[src/hw/rtl/prpd_pkg.sv]
`default_nettype none
// ----------------------------------------------------------------------------
// prpd_pkg
// Shared constants, types and command format of the phase run preamble
// detector.
// ----------------------------------------------------------------------------
package prpd_pkg;

	localparam int MAX_PREAMBLE = 32;
	localparam int SAMPLE_BITS  = 16;
	localparam int CNT_W        = $clog2(MAX_PREAMBLE + 1);
	localparam int IDX_W        = $clog2(MAX_PREAMBLE);
	localparam int PROD_W       = 2 * SAMPLE_BITS;
	localparam int QDEPTH       = 2;
	localparam int QPTR_W       = $clog2(QDEPTH);
	localparam int QCNT_W       = $clog2(QDEPTH + 1);

	localparam logic [CNT_W-1:0] LEN_RESET = CNT_W'(8);
	localparam logic [CNT_W-1:0] LEN_MIN   = CNT_W'(2);
	localparam logic [CNT_W-1:0] LEN_MAX   = CNT_W'(MAX_PREAMBLE);

	typedef logic signed [SAMPLE_BITS-1:0] sample_t;

	typedef enum logic [1:0] {
		OP_STORE,
		OP_PASS,
		OP_RELEASE
	} op_t;

	// cnt: store index for OP_STORE, run length for OP_RELEASE
	typedef struct packed {
		op_t              op;
		logic [CNT_W-1:0] cnt;
		sample_t          s_i;
		sample_t          s_q;
	} cmd_t;

	typedef enum logic [1:0] {
		B_IDLE,
		B_READ,
		B_EMIT,
		B_TAIL
	} bstate_t;

endpackage
`default_nettype wire

[src/hw/rtl/prpd_queue.sv]
`default_nettype none
// ----------------------------------------------------------------------------
// prpd_queue
// Short command FIFO between the classifier and the output sequencer.
// ----------------------------------------------------------------------------
module prpd_queue import prpd_pkg::*; (
	input  wire logic clk,
	input  wire logic arst_n,
	input  wire cmd_t push_cmd,
	input  wire logic push,
	output logic      full,
	output cmd_t      head,
	output logic      empty,
	input  wire logic pop
);

	cmd_t              entry_q [QDEPTH];
	logic [QPTR_W-1:0] wr_ptr_q;
	logic [QPTR_W-1:0] rd_ptr_q;
	logic [QCNT_W-1:0] cnt_q;

	assign full  = cnt_q == QCNT_W'(QDEPTH);
	assign empty = cnt_q == '0;
	assign head  = entry_q[rd_ptr_q];

	always_ff @(posedge clk or negedge arst_n) begin
		if (!arst_n) begin
			wr_ptr_q <= '0;
			rd_ptr_q <= '0;
			cnt_q    <= '0;
		end else begin
			if (push) begin
				wr_ptr_q <= (wr_ptr_q == QPTR_W'(QDEPTH - 1)) ? '0 : wr_ptr_q + QPTR_W'(1);
			end
			if (pop) begin
				rd_ptr_q <= (rd_ptr_q == QPTR_W'(QDEPTH - 1)) ? '0 : rd_ptr_q + QPTR_W'(1);
			end
			if (push && !pop) begin
				cnt_q <= cnt_q + QCNT_W'(1);
			end else if (pop && !push) begin
				cnt_q <= cnt_q - QCNT_W'(1);
			end
		end
	end

	always_ff @(posedge clk) begin
		if (push) begin
			entry_q[wr_ptr_q] <= push_cmd;
		end
	end

endmodule
`default_nettype wire

[config.mk]
export PLATFORM = sky130hd
export DESIGN_NAME = prpd_queue
export DESIGN_NICKNAME = d
export VERILOG_FILES = /design/src/hw/rtl/prpd_pkg.sv /design/src/hw/rtl/prpd_queue.sv
export SDC_FILE = /design/constraint.sdc
export NUM_CORES = 1
export LEC_CHECK = 0
export ABC_AREA = 1
export BUFFER_PORTS_ARGS = -buffer_cell sky130_fd_sc_hd__buf_2
export CAP_MARGIN = 20
export CORE_ASPECT_RATIO = 0.75
export CORE_MARGIN = 3
export CORE_UTILIZATION = 52
export CTS_BUF_LIST = sky130_fd_sc_hd__clkbuf_4 sky130_fd_sc_hd__clkbuf_8 sky130_fd_sc_hd__clkbuf_16
export DETAILED_ROUTE_END_ITERATION = 12
export GPL_ROUTABILITY_DRIVEN = 0
export GPL_TIMING_DRIVEN = 0
export HOLD_SLACK_MARGIN = 0.15
export PLACE_DENSITY_LB_ADDON = 0.15
export SLEW_MARGIN = 20
export SYNTH_ARGS = -nofsm -noshare
export SYNTH_HDL_FRONTEND = slang
export SYNTH_SLANG_ARGS = --single-unit
[constraint.sdc]
create_clock -name clk -period 2.95 [get_ports clk]
set_clock_uncertainty 0.1 [all_clocks]
set_input_delay 0.4425 -clock clk [delete_from_list [all_inputs] [get_ports clk]]
set_output_delay 0.4425 -clock clk [all_outputs]
set_load 0.1 [all_outputs]
Yosys cells after proc, flatten, opt, wreduce, memory -nomap -nowiden
Memories as Yosys holds them, arrays and structs flattened. Cells that the tools add are included.

Order comparisons: 0. Multiply operators: 0. Multiplexer cells: 6. Bitwise gates (word level): 0. Eq/ne operators: 1. Reductions and logical operators: 6. $add $sub $neg: 4. Divide/modulo/power cells: 0. Shift operators: 0.

Operator list (number): two-way mux 1 bit (4); two-way mux 2 bit (2); adder 1 bit, second input constant (2); adder 2 x 1 -> 2 bit, second input constant (1); == test 2 bit, second input constant (1); logical AND 1 bit (2); zero test 1 bit (2); zero test 2 bit (1); nonzero test 2 bit (1); subtractor 2 x 1 -> 2 bit, second input constant (1).

Memories kept: 1. Memory bits (read-only): 0. Latch bits: 0. Word-level logic and storage cells: 21. Register bits: 4. Bits in writable memories: 80.

Memory list: entry_q (words 2, width 40, rd ports 1, clocked after memory_dff 0, write ports 1, line prpd_queue.sv:17) `cmd_t entry_q [QDEPTH];`.

Depth between registers and ports, before layout
Word-level depth: 4. Gate-level depth with buffers: 7. Gate-level depth less buffers: 7.

Least setup slack after synthesis
Ideal clock, no wire load.

Kind: input-to-reg. Start point: in push. End point: mem entry_q[0][0] in the netlist's numbering, enable pin. Buffers on the path: 0. Stages on the path: 2. Arrival: 2165 ps. Setup slack: 246 ps. Path through: inv_1 > nor2_1.

Cells in the longest elaborated chain, start to end: 2.

RTL lines: start: declaration (line prpd_queue.sv:10) `input wire logic push,`; two-way mux 1 bit (line prpd_queue.sv:47) `if (push) begin`; two-way mux 1 bit (not written as such) (line prpd_queue.sv:48) `entry_q[wr_ptr_q] <= push_cmd;`; end: declaration (line prpd_queue.sv:17).

Every way passes these cells.

==> impl_metrics.yaml <==
global_route:
  grt_pass1_vias: 1565
  grt_pass1_wl_mm: 7.71
  grtUsageTotal: 0.143
  overflow: 0
  antenna_found_initial: 0
  grt_max_degree: 31
timing:
  fin_crit_sh: 0.742
  whs_ps: 186
  rsz0062_at_grt: "no"
  max_freq_mhz: 457
  slew_violations: 0
  setup_viol: 0
  worst_pin_slew_ps: 644
  finalCriticalPeriod_ps: 2190
  finalSetupTns_ps: 0
  fin_ws_ps: 761
  hold_violations: 0
  relSlewSlack: 0.570
logic_synthesis:
  synthTopCellsByArea: "edfxtp_1 (73%), mux2_4 (18%), dfrtp_1 (3.0%)"
  synth_edf_count: 80
  yosysMostFrequentCell: "edfxtp_1"
  yosysWarnings: 0
  synth_top_area_share: 0.729
  synthCells: 150
  synth_ff_type: "edfxtp_1"
  ys_seq_area_frac: 0.759
  synth_cell_type_count: 14
  ys_top_cells_by_count: "edfxtp_1 (80), mux2_4 (39), inv_1 (7)"
  synth_area_um2: 3300
  synth-seq-cells: 84
  syn_avg_cell_area_um2: 22.0
  synth_top_cell_by_area: "edfxtp_1"
  async_reset_ff_frac: 0.0476
  synth_nets: 195
route:
  ant_nets: 0
  post_drt_wl_per_cell_um: 14.9
  vias: 1600
  detail_route.iter0.violations: 54
  first_pass_iters: 4
  avgViaCountPerCell: 4.82
  drt-total-wl_mm: 4.93
  drc_errors: 0
worst_setup_path:
  end_kind: "output pin"
  critPathLaunchType: "flip-flop"
  crit_slowest_cell: "buf_2"
  worst-path-buf-inv: 3
  path_max_fanout: 10
  slowest_delay_ps: 420
  worstSetupPathType: "flip-flop to output pin"
  required_ps: 2410
  cp.arrival_ps: 1650
  cp_top_family: "buffers and inverters"
  cp_cell_sequence: "buf_6 -> buf_12 -> mux2_4 -> buf_2"
worst_hold_path:
  hold_path_class: "input port to flip-flop"
layout:
  final_core_util: 0.687
  diodes: 0
  nNetsFinal: 294
  nFillCells: 420
  layout-drive-gt1-share: 0.591
  area_growth_pct: 24.5
floorplan:
  coreArea_um2: 5980
  die_w_um: 97.9
  die_area_um2: 7340
  num_rows: 24
  io_pins: 86
  start_util: 0.552
  dieHeight_um: 75.0
placed_design:
  io_buffers: 85
  pre_cts_slack_ps: 1120
  hpwl_mm: 3.38
cts:
  cts_buffer_depth: 2
  worst_skew_pair.late_latency_ps: 340
  cts_tree: "built"
  clk_pin_slew_ps: 80
  cts_root_buf: "clkbuf_8"
  post_cts_buffers: 0
  htreeDepth: 3
  cts-resized-gates: 0
  cts_sinks: 84
  cts-buffers-inserted: 9
run_status:
  status: "finished, final reports clean"
run:
  cap_violations: 0
[cell usage in the layout, fill, tap and decap left out, drive strengths merged]
cell type / instances
inv: 7
mux2: 40
nor2: 3
nand3: 1
edfxtp: 80
clkbuf: 10
clkinvlp: 2
nand4: 1
clkinv: 2
dlygate4sd3: 1
xnor2: 1
nand2: 5
bufinv: 2
buf: 92
ha: 1
xor2: 2
dfrtp: 4
[sequential cells by signal, indices dropped and copies added (netlist names)]
register,cells
entry_q,80
cnt_q,2
rd_ptr_q,1
wr_ptr_q,1
[metrics by stage]
stage | area (um2) | instances
final | 4110 | 332
after global routing | 4110 | 332
after global placement | 3820 | 313
after CTS | 4110 | 332
after detailed placement | 3870 | 315
after floorplan | 3300 | 150
[worst paths after layout]
kind                                            end  slack (ps)  cells past startpoint            startpoint
min reg2reg                    cnt_q[1]$_DFFE_PN0P_         400                      2  cnt_q[1]$_DFFE_PN0P_
max in group asynchronous      cnt_q[0]$_DFFE_PN0P_        2290                      2                arst_n
min                         entry_q[0][9]$_DFFE_PP_         190                      1           push_cmd[9]
min in group asynchronous      wr_ptr_q$_DFFE_PN0P_         340                      2                arst_n
max                                         head[1]         760                      4  rd_ptr_q$_DFFE_PN0P_
max reg2reg                entry_q[0][22]$_DFFE_PP_        1330                      2  wr_ptr_q$_DFFE_PN0P_
[per-layer routing]
layer  vias to the layer above  GRT usage  wire [um]
li1                        769          -          -
met1                       763      0.179       2100
met2                        61      0.222       2350
met3                         7     0.0602        421
met4                         0     0.0645         58
met5                         -          0          0
[what timing repair did]
action                                 in CTS  in global routing
setup endpoints to repair                   0                  0
endpoints found under the hold margin       4                  0
hold buffers                                1                  0
[area by class of cell]
| class | instances | area (um2) | area share |
|---|---|---|---|
| Multi-Input combinational cell | 54 | 684 | 0.167 |
| Sequential cell | 84 | 2500 | 0.610 |
| Inverter | 7 | 26.3 | 0.00640 |
| Timing Repair Buffer | 88 | 483 | 0.118 |
| Clock buffer | 10 | 131 | 0.0320 |
| Buffer | 5 | 91.3 | 0.0222 |
| Tap cell | 78 | 97.6 | 0.0238 |
| Clock inverter | 6 | 88.8 | 0.0216 |
[cell families (layout without fill, tap and decap cells)]
logic type / Yosys count / after routing / synth area share
simple gates: 10 / 10 / 0.0125
fa+ha+maj: 1 / 1 / 0.00379
flops: 84 / 84 / 0.759
buf+inv: 12 / 116 / 0.0357
xor+xnor: 3 / 3 / 0.00797
mux: 40 / 40 / 0.181
Power is left out: the tool's default activity adds up to more than one toggle a clock period on the data nets, which glitch-free logic cannot reach.
